$ cat src/cbm_pkg.sv
`timescale 1ns / 1ps
`default_nettype none

package cbm_pkg;

  // External ROM address width and the widest value it may take
  localparam int ROM_ADDR_BITS = 21;
  localparam int ADDR_W_MAX    = 24;
  localparam int FULL_ADDR_W   = 21;  // 8-bit bank plus 13-bit offset

  localparam int NUM_BANKS     = 4;
  localparam int BANK_W        = 8;
  localparam int BANK_COUNT_W  = 9;
  localparam int ROM_SIZE_W    = 22;
  localparam int TYPE_W        = 3;
  localparam int CFG_INDEX_W   = 2;

  // Mapper types
  localparam logic [TYPE_W-1:0] MT_FLAT   = 3'd0;
  localparam logic [TYPE_W-1:0] MT_KON4   = 3'd1;
  localparam logic [TYPE_W-1:0] MT_ASC8   = 3'd2;
  localparam logic [TYPE_W-1:0] MT_ASC16  = 3'd3;
  localparam logic [TYPE_W-1:0] MT_KONSCC = 3'd4;

  // Configuration register indexes
  localparam logic [CFG_INDEX_W-1:0] CFG_MAPPER_TYPE = 2'd0;
  localparam logic [CFG_INDEX_W-1:0] CFG_ROM_SIZE    = 2'd1;

  localparam logic [ROM_SIZE_W-1:0] ROM_SIZE_RESET = 22'd32768;

  // Bus mode
  localparam logic MODE_READ  = 1'b0;
  localparam logic MODE_WRITE = 1'b1;

  // 8K window numbers (address bits 15:13)
  localparam logic [2:0] WIN_KONAMI_1 = 3'(16'h6000 >> 13);
  localparam logic [2:0] WIN_KONAMI_2 = 3'(16'h8000 >> 13);
  localparam logic [2:0] WIN_KONAMI_3 = 3'(16'hA000 >> 13);
  localparam logic [2:0] WIN_FIRST_BANKED = 3'd2;
  localparam logic [2:0] WIN_LAST_BANKED  = 3'd5;

  // 2K slots (address bits 15:11)
  localparam logic [4:0] SLOT_6000 = 5'(16'h6000 >> 11);
  localparam logic [4:0] SLOT_7000 = 5'(16'h7000 >> 11);
  localparam logic [4:0] SLOT_5000 = 5'(16'h5000 >> 11);
  localparam logic [4:0] SLOT_9000 = 5'(16'h9000 >> 11);
  localparam logic [4:0] SLOT_B000 = 5'(16'hB000 >> 11);

  localparam logic [15:0] PLAIN_BASE = 16'h4000;

  typedef struct packed {
    logic        mode;
    logic [15:0] address;
    logic [7:0]  write_data;
  } cmd_t;

  typedef struct packed {
    logic [ROM_ADDR_BITS-1:0] rom_address;
    logic                     open_bus;
  } result_t;

  typedef struct packed {
    logic        en;
    logic [15:0] address;
    logic [7:0]  data;
  } bank_wr_t;

  typedef struct packed {
    logic              en;
    logic [TYPE_W-1:0] mapper_type;
  } type_load_t;

  typedef logic [NUM_BANKS-1:0][BANK_W-1:0] bank_file_t;

  // Trim or widen a full ROM byte address to the external address width
  function automatic logic [ROM_ADDR_BITS-1:0] fit_rom_addr(
    input logic [FULL_ADDR_W-1:0] full
  );
    logic [ADDR_W_MAX-1:0] wide;
    wide = ADDR_W_MAX'(full);
    return wide[ROM_ADDR_BITS-1:0];
  endfunction

endpackage

`default_nettype wire

$ cat src/cbm_mod_unit.sv
`timescale 1ns / 1ps
`default_nettype none

// Restoring remainder, one dividend bit per cycle.
module cbm_mod_unit (
  input  wire logic                              clk,
  input  wire logic                              rst,
  input  wire logic                              start,
  input  wire logic [cbm_pkg::BANK_W-1:0]        dividend,
  input  wire logic [cbm_pkg::BANK_COUNT_W-1:0]  divisor,
  output logic                                   done,
  output logic [cbm_pkg::BANK_W-1:0]             remainder
);
  import cbm_pkg::*;

  localparam int STEP_W = $clog2(BANK_W);
  localparam logic [STEP_W-1:0] LAST_STEP = STEP_W'(BANK_W - 1);

  logic                    active;
  logic [STEP_W-1:0]       step;
  logic [BANK_W-1:0]       shreg;
  logic [BANK_COUNT_W-1:0] rem;
  logic [BANK_COUNT_W-1:0] dsor;
  logic [BANK_COUNT_W-1:0] trial;
  logic [BANK_COUNT_W-1:0] rem_next;

  always_comb begin
    trial = {rem[BANK_COUNT_W-2:0], shreg[BANK_W-1]};
    if (trial >= dsor) begin
      rem_next = trial - dsor;
    end else begin
      rem_next = trial;
    end
  end

  always_ff @(posedge clk) begin
    if (rst) begin
      active <= 1'b0;
      done   <= 1'b0;
      step   <= '0;
    end else begin
      done <= 1'b0;
      if (start) begin
        active <= 1'b1;
        step   <= '0;
      end else if (active) begin
        step <= step + 1'b1;
        if (step == LAST_STEP) begin
          active <= 1'b0;
          done   <= 1'b1;
        end
      end
    end
  end

  always_ff @(posedge clk) begin
    if (start) begin
      rem   <= '0;
      shreg <= dividend;
      dsor  <= divisor;
    end else if (active) begin
      rem   <= rem_next;
      shreg <= {shreg[BANK_W-2:0], 1'b0};
    end
  end

  // Remainder never exceeds the 8-bit dividend
  assign remainder = rem[BANK_W-1:0];

endmodule

`default_nettype wire

$ cat src/cbm_bank_regs.sv
`timescale 1ns / 1ps
`default_nettype none

// Bank registers for windows 2..5 with per-type write decode and default loads.
module cbm_bank_regs (
  input  wire logic                        clk,
  input  wire logic                        rst,
  input  wire logic [cbm_pkg::TYPE_W-1:0]  mapper_type,
  input  wire cbm_pkg::bank_wr_t           bank_wr,
  input  wire cbm_pkg::type_load_t         type_load,
  output cbm_pkg::bank_file_t              banks
);
  import cbm_pkg::*;

  bank_file_t banks_next;
  logic [7:0] v;
  logic [4:0] slot;
  logic [2:0] win;

  assign v    = bank_wr.data;
  assign slot = bank_wr.address[15:11];
  assign win  = bank_wr.address[15:13];

  always_comb begin
    banks_next = banks;
    if (type_load.en) begin
      banks_next = '0;
      unique case (type_load.mapper_type) inside
        MT_KON4, MT_KONSCC: begin
          banks_next[0] = 8'd0;
          banks_next[1] = 8'd1;
          banks_next[2] = 8'd2;
          banks_next[3] = 8'd3;
        end
        MT_ASC16: begin
          banks_next[1] = 8'd1;
          banks_next[3] = 8'd1;
        end
        default: begin
          banks_next = '0;
        end
      endcase
    end else if (bank_wr.en) begin
      unique case (mapper_type)
        MT_KON4: begin
          if (win == WIN_KONAMI_1) begin
            banks_next[1] = v;
          end else if (win == WIN_KONAMI_2) begin
            banks_next[2] = v;
          end else if (win == WIN_KONAMI_3) begin
            banks_next[3] = v;
          end
        end
        MT_ASC8: begin
          if (slot[4:2] == SLOT_6000[4:2]) begin
            banks_next[bank_wr.address[12:11]] = v;
          end
        end
        MT_ASC16: begin
          // Each 16K page spans two 8K windows: load v*2 and v*2+1
          if (slot == SLOT_6000) begin
            banks_next[0] = {v[6:0], 1'b0};
            banks_next[1] = {v[6:0], 1'b1};
          end else if (slot == SLOT_7000) begin
            banks_next[2] = {v[6:0], 1'b0};
            banks_next[3] = {v[6:0], 1'b1};
          end
        end
        MT_KONSCC: begin
          if (slot == SLOT_5000) begin
            banks_next[0] = v;
          end else if (slot == SLOT_7000) begin
            banks_next[1] = v;
          end else if (slot == SLOT_9000) begin
            banks_next[2] = v;
          end else if (slot == SLOT_B000) begin
            banks_next[3] = v;
          end
        end
        default: begin
          banks_next = banks;
        end
      endcase
    end
  end

  always_ff @(posedge clk) begin
    if (rst) begin
      banks <= '0;
    end else begin
      banks <= banks_next;
    end
  end

endmodule

`default_nettype wire

$ cat src/cartridge_bank_mapper.sv
`timescale 1ns / 1ps
`default_nettype none

// Cartridge bank mapper for a 64K CPU address space.
//
// Command channel: present a word on cmd and raise start; it is taken at a
// rising edge where start is high and busy is low. A bus write (mode 1)
// loads bank registers per the mapper type and yields no result; busy stays
// low, so the next word can follow in the next cycle.
// A read (mode 0) yields one result word on result, marked by result_valid
// for exactly one cycle. A plain-type read is registered once: result_valid
// rises in the cycle after the accepting edge. A banked read goes through
// the single one-bit-per-cycle remainder unit (bank mod bank count) and then
// the output register. busy is high while the remainder is worked out, so
// the next word is taken at the edge that takes the result; no new word is
// taken while a banked read is still in progress.
// The receiver cannot stall: each result is taken the cycle it shows, and a
// new word may be accepted while the previous result is on the port.
// Configuration: cfg_valid/cfg_ready with cfg_index and cfg_data; ready is
// always high. Index 0 sets mapper_type and reloads its default banks;
// index 1 sets rom_size. Write these only while the block is idle.
// Reset (rst, synchronous) sets plain type, a 32K ROM, all banks zero, and
// clears busy and result_valid.
module cartridge_bank_mapper (
  input  wire logic                              clk,
  input  wire logic                              rst,
  input  wire logic                              start,
  output logic                                   busy,
  input  wire cbm_pkg::cmd_t                     cmd,
  output logic                                   result_valid,
  output cbm_pkg::result_t                       result,
  input  wire logic                              cfg_valid,
  output logic                                   cfg_ready,
  input  wire logic [cbm_pkg::CFG_INDEX_W-1:0]   cfg_index,
  input  wire logic [cbm_pkg::ROM_SIZE_W-1:0]    cfg_data
);
  import cbm_pkg::*;

  localparam logic S_IDLE = 1'b0;
  localparam logic S_MOD  = 1'b1;

  logic                    state;
  logic [TYPE_W-1:0]       mapper_type;
  logic [ROM_SIZE_W-1:0]   rom_size;
  logic [12:0]             offset;

  logic                    accept;
  logic                    cfg_write;
  bank_wr_t                bank_wr;
  type_load_t              type_load;
  bank_file_t              banks;

  logic [2:0]              win;
  logic [BANK_W-1:0]       sel_bank;
  logic [BANK_COUNT_W-1:0] bank_count;
  logic [15:0]             plain_off;
  logic                    plain_open;
  logic                    mod_start;
  logic                    mod_done;
  logic [BANK_W-1:0]       mod_rem;

  assign cfg_ready = 1'b1;
  assign cfg_write = cfg_valid && cfg_ready;
  assign busy      = (state == S_MOD);
  assign accept    = start && !busy;

  // Take the bus write straight into the bank registers
  assign bank_wr = '{en:      accept && (cmd.mode == MODE_WRITE),
                     address: cmd.address,
                     data:    cmd.write_data};

  assign type_load = '{en:          cfg_write && (cfg_index == CFG_MAPPER_TYPE),
                       mapper_type: cfg_data[TYPE_W-1:0]};

  cbm_bank_regs u_bank_regs (
    .clk         (clk),
    .rst         (rst),
    .mapper_type (mapper_type),
    .bank_wr     (bank_wr),
    .type_load   (type_load),
    .banks       (banks)
  );

  // Windows outside 0x4000-0xBFFF always see bank 0
  assign win = cmd.address[15:13];
  always_comb begin
    if (win >= WIN_FIRST_BANKED && win <= WIN_LAST_BANKED) begin
      sel_bank = banks[2'(win - WIN_FIRST_BANKED)];
    end else begin
      sel_bank = '0;
    end
  end

  // Count of 8K banks, never below one
  always_comb begin
    bank_count = rom_size[ROM_SIZE_W-1:13];
    if (bank_count == '0) begin
      bank_count = BANK_COUNT_W'(1);
    end
  end

  // Plain type: direct map from 0x4000, open bus below it or past the ROM
  assign plain_off  = cmd.address - PLAIN_BASE;
  assign plain_open = (cmd.address < PLAIN_BASE) ||
                      (ROM_SIZE_W'(plain_off) >= rom_size);

  assign mod_start = accept && (cmd.mode == MODE_READ) && (mapper_type != MT_FLAT);

  cbm_mod_unit u_mod_unit (
    .clk       (clk),
    .rst       (rst),
    .start     (mod_start),
    .dividend  (sel_bank),
    .divisor   (bank_count),
    .done      (mod_done),
    .remainder (mod_rem)
  );

  // Configuration registers
  always_ff @(posedge clk) begin
    if (rst) begin
      mapper_type <= MT_FLAT;
      rom_size    <= ROM_SIZE_RESET;
    end else if (cfg_write) begin
      unique case (cfg_index)
        CFG_MAPPER_TYPE: mapper_type <= cfg_data[TYPE_W-1:0];
        CFG_ROM_SIZE:    rom_size    <= cfg_data;
        default:         ;
      endcase
    end
  end

  // Sequencer and result strobe
  always_ff @(posedge clk) begin
    if (rst) begin
      state        <= S_IDLE;
      result_valid <= 1'b0;
    end else begin
      result_valid <= 1'b0;
      unique case (state)
        S_IDLE: begin
          if (mod_start) begin
            state <= S_MOD;
          end else if (accept && cmd.mode == MODE_READ) begin
            result_valid <= 1'b1;
          end
        end
        S_MOD: begin
          if (mod_done) begin
            result_valid <= 1'b1;
            state        <= S_IDLE;
          end
        end
        default: begin
          state <= S_IDLE;
        end
      endcase
    end
  end

  // Hold the in-window offset while the remainder is worked out
  always_ff @(posedge clk) begin
    if (mod_start) begin
      offset <= cmd.address[12:0];
    end
  end

  // Result word
  always_ff @(posedge clk) begin
    if (state == S_MOD && mod_done) begin
      result.rom_address <= fit_rom_addr({mod_rem, offset});
      result.open_bus    <= 1'b0;
    end else if (accept && cmd.mode == MODE_READ && mapper_type == MT_FLAT) begin
      if (plain_open) begin
        result.rom_address <= '0;
        result.open_bus    <= 1'b1;
      end else begin
        result.rom_address <= fit_rom_addr(FULL_ADDR_W'(plain_off));
        result.open_bus    <= 1'b0;
      end
    end
  end

endmodule

`default_nettype wire
$ cat config.mk
export PLATFORM = sky130hd
export DESIGN_NAME = cartridge_bank_mapper
export DESIGN_NICKNAME = d
export VERILOG_FILES = /design/src/cbm_pkg.sv /design/src/cbm_mod_unit.sv /design/src/cbm_bank_regs.sv /design/src/cartridge_bank_mapper.sv
export SDC_FILE = /design/constraint.sdc
export NUM_CORES = 1
export LEC_CHECK = 0
export ABC_AREA = 0
export ABC_CLOCK_PERIOD_IN_PS = 2100
export CORE_ASPECT_RATIO = 0.9
export CORE_MARGIN = 4
export CORE_UTILIZATION = 58
export DETAILED_ROUTE_END_ITERATION = 8
export DONT_BUFFER_PORTS = 1
export PLACE_DENSITY_LB_ADDON = 0.05
export RECOVER_POWER = 25
export SYNTH_ARGS = -nofsm -noshare
export SYNTH_HDL_FRONTEND = slang
export SYNTH_SLANG_ARGS = --single-unit
$ cat constraint.sdc
create_clock -name clk -period 2.1 [get_ports clk]
set_input_delay 0 -clock clk [delete_from_list [all_inputs] [get_ports clk]]
set_output_delay 0 -clock clk [all_outputs]
set_load 0.03 [all_outputs]
== Word level (Yosys, flattened, before mapping) ==
Cells that the tools add are included.
Operators by class
  magnitude comparators: 8
  equality and inequality tests: 35
  reductions and logical operators: 31
  bitwise gates (word level): 3
  multiplexer cells: 46
  $add $sub $neg: 4
Operators by type and width (number)
  $mux W8: 15
  $mux W32: 3
  $pmux W24 S4: 1
  $mux W16: 5
  $mux W22: 2
  $bwmux W32: 1
  $ne A3 B2 Y1 const B: 9
  $mux W24: 1
  $pmux W8 S3: 1
  $ge A16 B22 Y1: 1
  $ne A3 B3 Y1 const B: 6
  $mux W17: 1
  $bmux W8 S2: 1
  $demux W8 S2: 1
  $lt A16 B15 Y1 const B: 1
  $sub A16 B15 Y16 const B: 1
  $eq A3 B3 Y1 const B: 5
  $eq A5 B4 Y1 const B: 3
  $eq A3 B2 Y1 const B: 4
  $reduce_and A12 Y1: 1
  $eq A5 B5 Y1 const B: 2
  $mux W1: 10
  $reduce_and A10 Y1: 1
  $ge A9 B9 Y1: 1
  28 further kinds: 50
Word-level totals
  logic and storage cells: 144
  bits of input ports: 53
  bits in registers: 124
  output and inout bits: 25

== Logic depth before layout (Yosys ltp) ==
Gate-level depths: netlist of the first run.
  depth in word-level cells: 9
  depth in mapped cells: 11
  gate-level depth less buffers: 9

== Hierarchy ==
Synthesis of the first run repeated with hierarchy kept, for this count alone.
Unflattened totals
  cell total of the unflattened synthesis: 731
  area, all modules: 7110.6 um2
Modules (own cells, without submodules)
  cartridge_bank_mapper: instances 1, cells an instance 310, area an instance 3119.2 um2, sequential area each 1581.5 um2
  cbm_bank_regs: instances 1, cells an instance 262, area an instance 2279.7 um2, sequential area each 640.6 um2
  cbm_mod_unit: instances 1, cells an instance 159, area an instance 1711.6 um2, sequential area each 770.7 um2

== Least setup slack after synthesis of the first run ==
OpenSTA, ideal clock, no wires.
  path kind: reg-to-reg
  start: register state, in the netlist busy
  end: register u_mod_unit.shreg[0], data pin
  cell stages (with the launch flop): 6
  data required time: 1.841 ns
  buffers on the path: 1
  library setup time: 0.259 ns
  arrival: 1.926 ns
  period minus slack after synthesis: 2.186 ns
  path slack: -0.086 ns
  path through: dfxtp_1 nor3b_1 nand2b_1 buf_2 clkinv_1 and3_1
Between the ends
  longest elaborated chain between the ends: 5
RTL lines
  start: declaration: RTL line cartridge_bank_mapper.sv:42  | logic state;
  start signal: assignment: RTL line cartridge_bank_mapper.sv:136  | state <= S_IDLE;
  start signal: assignment: RTL line cartridge_bank_mapper.sv:143  | state <= S_MOD;
  start signal: assignment: RTL line cartridge_bank_mapper.sv:151  | state <= S_IDLE;
  $logic_not A1 Y1: RTL line cartridge_bank_mapper.sv:65  | assign accept = start && !busy;
  $logic_and A1 B1 Y1: RTL line cartridge_bank_mapper.sv:65
  $logic_and A1 B1 Y1 (2 in series): RTL line cartridge_bank_mapper.sv:107  | assign mod_start = accept && (cmd.mode == MODE_READ) && (mapper_type != MT_FLAT);
  net mod_start: RTL line cartridge_bank_mapper.sv:58  | logic mod_start;
  $mux W8: RTL line cbm_mod_unit.sv:57  | if (start) begin
  end signal: assignment: RTL line cbm_mod_unit.sv:59  | shreg <= dividend;
  end signal: assignment: RTL line cbm_mod_unit.sv:63  | shreg <= {shreg[BANK_W-2:0], 1'b0};
  end: declaration: RTL line cbm_mod_unit.sv:21  | logic [BANK_W-1:0] shreg;
The timed path passes the listed nets, and every way through them passes these cells.
A chain may end at the register's enable or synchronous reset.

== Final worst setup path of the first run ==
  start: register rom_size[0]
  end: register result[7] (netlist name), data pin
Between the ends
  longest elaborated chain between the ends: 5
RTL lines
  start: declaration: RTL line cartridge_bank_mapper.sv:44  | logic [ROM_SIZE_W-1:0] rom_size;
  start signal: assignment: RTL line cartridge_bank_mapper.sv:127  | CFG_ROM_SIZE: rom_size <= cfg_data;
  $ge A16 B22 Y1: RTL line cartridge_bank_mapper.sv:105  | (ROM_SIZE_W'(plain_off) >= rom_size);
  $logic_or A1 B1 Y1: RTL line cartridge_bank_mapper.sv:104  | assign plain_open = (cmd.address < PLAIN_BASE) ||
  $mux W17: RTL line cartridge_bank_mapper.sv:174  | if (plain_open) begin
  $mux W22: RTL line cartridge_bank_mapper.sv:173  | end else if (accept && cmd.mode == MODE_READ && mapper_type == MT_FLAT) begin
  $mux W22: RTL line cartridge_bank_mapper.sv:170  | if (state == S_MOD && mod_done) begin
  end: declaration: RTL line cartridge_bank_mapper.sv:31  | output cbm_pkg::result_t result,
No other way between the ends. The select of a mux whose other input is x is not followed.

==> results.txt, run 1 <==
The worst setup slack after placement was -0.155 ns; the antenna violation net count after detailed routing was 0. The internal power summed over all cells was 0.00535 W. For the DRC violation total after the first TritonRoute iteration, the log shows 435. The reported leakage power is 2.98 nW, and the number of warnings reported in the yosys synthesis log is 0.

The kind of path behind the tightest hold check was input port to flip-flop. The floorplan step defined a die boundary enclosing 12900 sq um. The run gives 46.3% as the sequential cell area fraction in the yosys report. In this run the worst path has a maximum fanout of 6. Net switching is 26.9% of the power. Setup violations remaining at the end of the flow were counted as 16. The logs give 7.80 mm for the sum of routed wire segments on met1 and 0.602 mV for the peak supply drop. The area used by multi-input combinational logic was 3250 sq um; the number of optimization iterations in the first detailed-route pass was 6. Total vias in the final route: 5562. The sequential cell area was 3000 sq um. For the required time at the worst-slack endpoint, the log shows 2.27 ns. Setup repair after global routing could not meet its margin everywhere. The clock network accounts for 41.1% of the total power. At the pin with the least slew margin, the transition time is 0.931 ns. The number of placed instances with taps included is 808, and the clock input transition at the sequential cells of the worst setup and hold paths is 0.05 ns. Clock tree synthesis found a total of 124 sinks. The number of library cell types mapped by synthesis is 72. Among all flip-flop cells after synthesis, the most frequent one is dfxtp_1. The initial antenna violation count is 3.

For the final routed database, the setup TNS stands at -0.361 ns. Derived from the worst setup path, the maximum achievable clock frequency is 464 MHz. Global routing consumed, over all layers together, 28.7% of the routing resources. The count of cells in the finished layout, fillers not included, comes to 907. The deepest level of the CTS H-tree came out at 4.

The critical path runs through a total of 8 cells. During I/O placement, the number of pins put on the boundary was 78. After detailed routing, the number of remaining DRC violations is 0. For this configuration, the core starts out at a cell density of 59.5%. Number of synthesized register bits: 124. edfxtp_1 takes more of the synthesized area than any other cell. Sequential cells account for 38.9% of the total power. The root buffer cell chosen for the clock tree is clkbuf_16. The number of nets in the synthesized netlist is 740. Summed over all layers, the routed wires come to 18.5 mm.

The tools report the worst setup skew after layout as 0.00725 ns. The sum of buffers and inverters on the critical path works out to 1. Summing internal, switching and leakage power gives 0.00731 W. Minimum period implied by the final worst setup slack: 2.16 ns. The layout cell share with drive strength beyond 1 works out to 18.7%.

TritonCTS created 17 clock buffers. The total power per unit cell area was 890 nW/um^2; the worst path arrival time was 2.32 ns. Yosys mapped a number of flops with a built-in enable equal to 51. The length of routed met3 wiring is 1.65 mm. Global routing finished with a remaining overflow of 0. The run gives 0 as the number of hold violations in the final report. Most repeated cell in the gate-level netlist after synthesis: nand2_1. The weighted congestion reported at the end of routability-driven placement is 0.902, and the die outline width is 119 microns. STA classifies the critical path startpoint as a flip-flop. The sum of net half-perimeters after detailed placement is 11.9 mm, and the number of placement rows is 36. Stage delay of the slowest cell on the critical path: 0.40 ns. The flow ran to the end, but the final reports show violations. After synthesis, the most frequently instantiated cells are nand2_1, dfxtp_1, a21oi_1, edfxtp_1, inv_1. The number of pins with negative max-slew slack in the final report is 0, and the number of cells on the worst reg-to-reg path is 8. The via count of the first global-routing pass was 5450; the signed area change from the synthesized netlist to the final layout was 27.3%. The core region is 10900 sq um. Number of violations of the max-capacitance limit: 0. The checks that failed: setup timing. Final worst slack: -0.0552 ns. Topmost layer with routed signal wires: met5.

The top cell type's share of synthesized area came out at 23.7%. Among all stages on the critical path, the largest delay is contributed by a2111oi_4. The worst hold path was traced through 2 stages. The routed design uses 8.66 mm of met2 wire. The normalized max-slew margin came out at 37.9%. The kind of cell adding the most delay to the critical path was compound AO/OA/AOI/OAI gates. Counting flops with an async set or reset pin after synthesis yields a share of 0%. The worst path uses 103% of the clock period. By startpoint and endpoint, the worst setup path is classified as flip-flop to flip-flop. The tools report the number of nets in the layout as 822. The mean instance size in the synthesized netlist is 9.81 sq um. The run gives 6460 sq um as the cell area after synthesis.

The tools report the combinational group share of total power as 20.0%. Ranked by total cell area, the synthesized netlist is headed by edfxtp_1, dfxtp_1, ha_1, nand2_1, a21oi_1. Walking the worst path, the cells encountered are ha_4, nand2b_4, a211o_1, o211ai_1, a2111oi_4, nor4b_4, buf_4, a22o_4.

Detail-routed via count per cell: 6.13. In this run the tool buffered the top-level ports with 0 buffer cells. The average wire length per cell after detail routing came out at 20.4 microns. The worst setup path is captured at a flip-flop. In the synthesized netlist, the number of instances is 658.

The worst-case clock buffer depth is 2, and the net switching power figure is 0.00196 W. Counting the fill cells in the layout gives 719. Measured along the y axis, the die boundary spans 108 microns.

The first global-routing pass estimated 28.5 mm of wire. Entering global routing, the biggest net connects 44 pins. At the later pin of the worst-skew pair, clock insertion delay measures 0.42 ns. TritonCTS built the clock tree.
## through the flow
step | utilization [%] | instance area, sq um | hold WS (ns)
3_3_place_gp | 62.7 | 6800 | 0.0741
5_1_grt | 75.7 | 8220 | 0.0121
3_5_place_dp | 62.7 | 6800 | 0.0756
6_report | 75.7 | 8220 | 0.0202
4_1_cts | 74.4 | 8080 | 0.00536
2_1_floorplan | - | 6500 | 0.0989
## cell usage in the layout (no fill, tap or decap), types with 8 or more instances in the layout
cell / count
dfxtp_1: 67
nand3_1: 13
buf_4: 41
clkbuf_16: 17
a211oi_1: 16
nor3_1: 12
inv_1: 29
a21oi_1: 52
nand2_1: 85
dlygate4sd3_1: 61
o21ai_0: 28
nor2_1: 33
a22o_1: 16
o22a_1: 14
ha_4: 8
o221ai_1: 8
o211ai_1: 13
ha_1: 19
nand2b_1: 9
edfxtp_1: 51
mux4_2: 8
## routing by layer
layer  GRT usage [%]  up-vias
met5               0        -
met4            9.02        2
met3            8.84       31
met2            46.0      249
met1            37.6     2680
li1                -     2600
## state kept, by name, summed over array words and instances (netlist names), named ones only
register           count
rom_size              22
result                22
u_mod_unit.step        3
u_mod_unit.dsor        9
u_mod_unit.done        1
mapper_type            3
offset                13
result_valid           1
u_bank_regs.banks     24
busy                   1
u_mod_unit.active      1
u_mod_unit.rem         8
u_mod_unit.shreg       8
## repair_timing
item	in CTS	in global routing
resized for setup	9	27
buffers inserted	0	3
setup endpoints to repair	18	25
endpoints found under the hold margin	98	0
pin swaps	7	6
hold buffers	62	0
## power by group through the flow
stage               clock, W  sequential, W  combinational (W)
floorplan                  0        0.00285           0.000838
finish               0.00301        0.00285            0.00146
global placement           0        0.00287            0.00113
CTS                  0.00302        0.00283            0.00132
detailed placement         0        0.00288            0.00117
global route         0.00314        0.00286            0.00161
## logic make-up (layout without fill, tap and decap cells)
kind of cell	Yosys count	count (layout)	synth area share [%]
AO/OA/AOI/OAI	210	210	23.3
adder cells (fa/ha/maj)	29	29	5.74
other	1	3	0.0581
flip-flops	124	124	46.3
AND/OR/NAND/NOR	187	187	13.8
XOR/XNOR	5	5	0.678
buffers and inverters	86	181	6.03
multiplexers	16	16	4.07
## worst paths after layout
check	start	end	slack [ns]
min reg2reg	rom_size[12]	rom_size[12]	0.46
max	rom_size[0]	result[7]	-0.06
min	cmd[21]	u_mod_unit.shreg[5]	0.02
max reg2reg	rom_size[0]	result[7]	-0.06
## cell type report
class	instances	area share (%)
Sequential cell	124	36.5
Timing Repair Buffer	113	12.5
Multi-Input combinational cell	448	39.5
Antenna cell	2	0.0609
Tap cell	152	2.31
Inverter	36	1.78
Clock buffer	19	5.27
Clock inverter	13	2.10
No activity file was read; power rests on OpenSTA's default activity.
==> inputs of run 2 (changes only) <==
--- a/config.mk
+++ b/config.mk
@@ -7,8 +7,9 @@
 export LEC_CHECK = 0
 export ABC_AREA = 0
-export ABC_CLOCK_PERIOD_IN_PS = 2100
+export ABC_CLOCK_PERIOD_IN_PS = 2250
+export CAP_MARGIN = 20
 export CORE_ASPECT_RATIO = 0.9
 export CORE_MARGIN = 4
-export CORE_UTILIZATION = 58
+export CORE_UTILIZATION = 59
 export DETAILED_ROUTE_END_ITERATION = 8
 export DONT_BUFFER_PORTS = 1
==> constraint.sdc (replaced) <==
create_clock -name clk -period 2.25 [get_ports clk]
set_input_delay 0 -clock clk [delete_from_list [all_inputs] [get_ports clk]]
set_output_delay 0 -clock clk [all_outputs]
set_load 0.005 [all_outputs]
==> results.txt, run 2 (synthesis results as in run 1) <==
The detail-routed via count per cell is 6.46 (+5.3%). For the area used by multi-input combinational logic, the log shows 3180 sq um (-2.1%). More flip-flops sit in one register than any other, and that register is u_bank_regs.banks.

For the sequential cell area, the log shows 3000 sq um (about the same). The critical path capture point type was a flip-flop. The number of violations of the max-capacitance limit was 0 (unchanged). Total power per unit cell area: 817 nW/um^2 (-8.2%). STA classifies the critical path startpoint as a flip-flop.

Register share of total power: 40.3% (+1.4 points). The worst path arrival time came out at 2.45 ns (+0.13 ns). The run gives -0.190 ns (+0.171 ns) as the accumulated negative setup slack. The average wire length per cell after detail routing came out at 21.0 microns (+3.2%).

The antenna violation net count after detailed routing is 0 (unchanged), and the deepest level of the CTS H-tree is 4 (unchanged). The quantity of I/O buffers inserted on ports was 0 (unchanged). The clock latency on the worst-skew pair is 0.42 ns (about the same). The commonest non-fill, non-tap cell in the layout was nand2_1. The end point of the worst hold path was u_bank_regs.banks[9].

The fraction of power consumed by the clock network came out at 41.0% (about the same). Highest achievable clock rate: 438 MHz (-5.5%). The die outline width is 118 microns (-0.80%), and the total die area is 12700 sq um (-1.6%). TritonCTS built the clock tree.

The flip-flop count of the largest register after layout was 24 (unchanged); the overall routing resource usage was 28.5% (-0.26 points). Post-route clock period utilization: 101% (-1.3 points). Placeable core region: 10500 sq um (-3.6%).

For the weighted congestion reported at the end of routability-driven placement, the log shows 0.913 (+1.2%). The slew at the pin closest to its max-slew limit works out to 0.944 ns (+0.0128 ns). For the number of buffers created by CTS, the log shows 17 (unchanged).

The number of cells on the worst reg-to-reg path is 7 (-1). The tree is rooted in a clkbuf_16. For the global-route congestion overflow total, the log shows 0 (unchanged). The type of the worst setup path is flip-flop to flip-flop. The combinational group share of total power came out at 18.7% (-1.3 points). The DRC violation total after the first TritonRoute iteration was 586 (+35%); the final worst slack was -0.0306 ns (+0.0246 ns). The logs give 0.556 mV (-7.7%) for the peak supply drop and 0.0158 ns (-0.00438 ns) for the final worst hold slack.

The tools report the via count of the first global-routing pass as 5380 (-1.3%). The tools report the worst-case clock buffer depth as 2 (unchanged). The net switching power figure came out at 0.00178 W (-9.3%). In the layout the commonest cells are nand2_1, dfxtp_1, dlygate4sd3_1.

In the final layout, the registers with the most flip-flops are u_bank_regs.banks x24, result x22, rom_size x22. The total vias in the final route came out at 5571 (+0.16%). The layout cell share with drive strength beyond 1 was 15.3% (-3.4 points); the signed area change from the synthesized netlist to the final layout was 22.5%. The tools report the number of hold violations in the final report as 0 (unchanged).

For the number of optimization iterations in the first detailed-route pass, the log shows 6 (unchanged). Number of clock sinks: 124 (unchanged). The worst register-to-register path begins at rom_size[21]. The initial antenna violation count is 4 (+1), and the register-to-register setup slack is -0.03 ns (+0.02 ns). The min-delay analysis places its worst path in the category input port to flip-flop. The number of pins with negative max-slew slack in the final report was 0 (unchanged); the overall die height was 107 microns (-0.79%). The worst hold path stage count was 4 (+2). In this run the most critical hold path is launched from cmd[1]. The largest net degree at the start of global routing was 43 (-2.3%). The tools report the initial core utilization as 61.7% (+2.2 points).

The run gives 2.42 ns (+0.15 ns) as the required time at the worst-slack endpoint. The checks that failed: setup timing. The filler cell count in the final layout is 665 (-7.5%), and the minimum period implied by the final worst setup slack is 2.28 ns (+0.125 ns). For the wire length of the first global-routing pass, the log shows 28.4 mm (-0.61%).

Worst setup skew after layout: 0.00864 ns (+0.00139 ns). The internal power summed over all cells was 0.00468 W (-13%). The run gives 35 (-2.8%) as the number of placement rows. For the total power consumption of the routed design, the log shows 0.00646 W (-12%).

The sum of net half-perimeters after detailed placement is 11.1 mm (-6.8%), and the total routed wirelength is 18.1 mm (-1.8%). The reported leakage power is 2.87 nW (-3.8%). The DRC violation count after routing is 0 (unchanged).

The flow ran to the end, but the final reports show violations. The peak fanout along the critical path works out to 7 (+1). Setup repair after global routing could not meet its margin everywhere. The number of nets in the layout was 800 (-2.7%); the switching share of power was 27.6% (+0.72 points).

The normalized max-slew margin was 37.1% (-0.85 points). The clock input transition at the sequential cells of the worst setup and hold paths was 0.06 ns (about the same). The count of boundary I/O pins came out at 78 (unchanged). In this run the critical register-to-register path is captured at result[5]. The tools report the total of endpoints with negative setup slack in the final report as 15 (-1).
[run 2: worst max-delay path, stage by stage (launching register included)]
cell and delay (ns):
dfxtp_2 0.34, nor4_2 0.26, nand2_1 0.15, or3_4 0.41
a2111oi_4 0.39, nor4b_4 0.10, buf_6 0.17, a22o_4 0.22
[run 2: per-stage QoR]
stage          util [%]  cell area (sq um)  worst slack, ns  cells
6_report           75.6               7910          -0.0306    863
5_1_grt            75.6               7910           -0.100    862
4_1_cts            74.0               7740           0.0365    854
3_5_place_dp       62.8               6570           0.0102    763
3_3_place_gp       62.8               6570           0.0864    763
2_1_floorplan         -               6460           0.0656    658
[run 2: power groups by stage]
stage / sequential (W) / combinational (W) / clock (W)
2_1_floorplan: 0.00261 / 0.000769 / 0
3_3_place_gp: 0.00264 / 0.000936 / 0
3_5_place_dp: 0.00264 / 0.000977 / 0
4_1_cts: 0.00260 / 0.00111 / 0.00267
5_1_grt: 0.00262 / 0.00132 / 0.00278
6_report: 0.00260 / 0.00121 / 0.00265
[run 2: area by class of cell]
type                       instances  area share [%]
sequential                       124            37.9
clock inverter                    15            1.85
inverter                          36            1.71
multi-input combinational        448            40.2
antenna                            3          0.0949
clock buffer                      17            5.38
tap                              129            2.04
timing repair buffer              91            10.8
[run 2: worst max-delay path by stage]
stage,startpoint,endpoint,slack [ns],cells after the start
floorplan,cmd[22],result[16],0.07,11
global placement,u_mod_unit.dsor[1],u_mod_unit.rem[0],0.09,8
detailed placement,u_mod_unit.dsor[1],u_mod_unit.rem[3],0.01,9
CTS,u_mod_unit.dsor[1],u_mod_unit.rem[0],0.04,8
global route,rom_size[21],result[5],-0.10,7
finish,rom_size[21],result[5],-0.03,7
[run 2: per-layer routing]
| metal | share of wire [%] | up-vias | global-route usage [%] |
|---|---|---|---|
| li1 | - | 2562 | - |
| met2 | 47 | 296 | 45.8 |
| met1 | 42 | 2680 | 37.2 |
| met5 | 0.066 | - | 0 |
| met4 | 1.6 | 2 | 8.28 |
| met3 | 9.2 | 31 | 8.83 |
[run 2: repair_timing]
| action | 4_1_cts | 5_1_grt |
|---|---|---|
| buffers inserted | 1 | 5 |
| gates resized for setup | 0 | 23 |
| setup endpoints to repair | 2 | 22 |
| gates cloned | 0 | 1 |
| pin swaps | 1 | 9 |
| hold buffers | 58 | 0 |
| hold endpoints to repair | 97 | 0 |
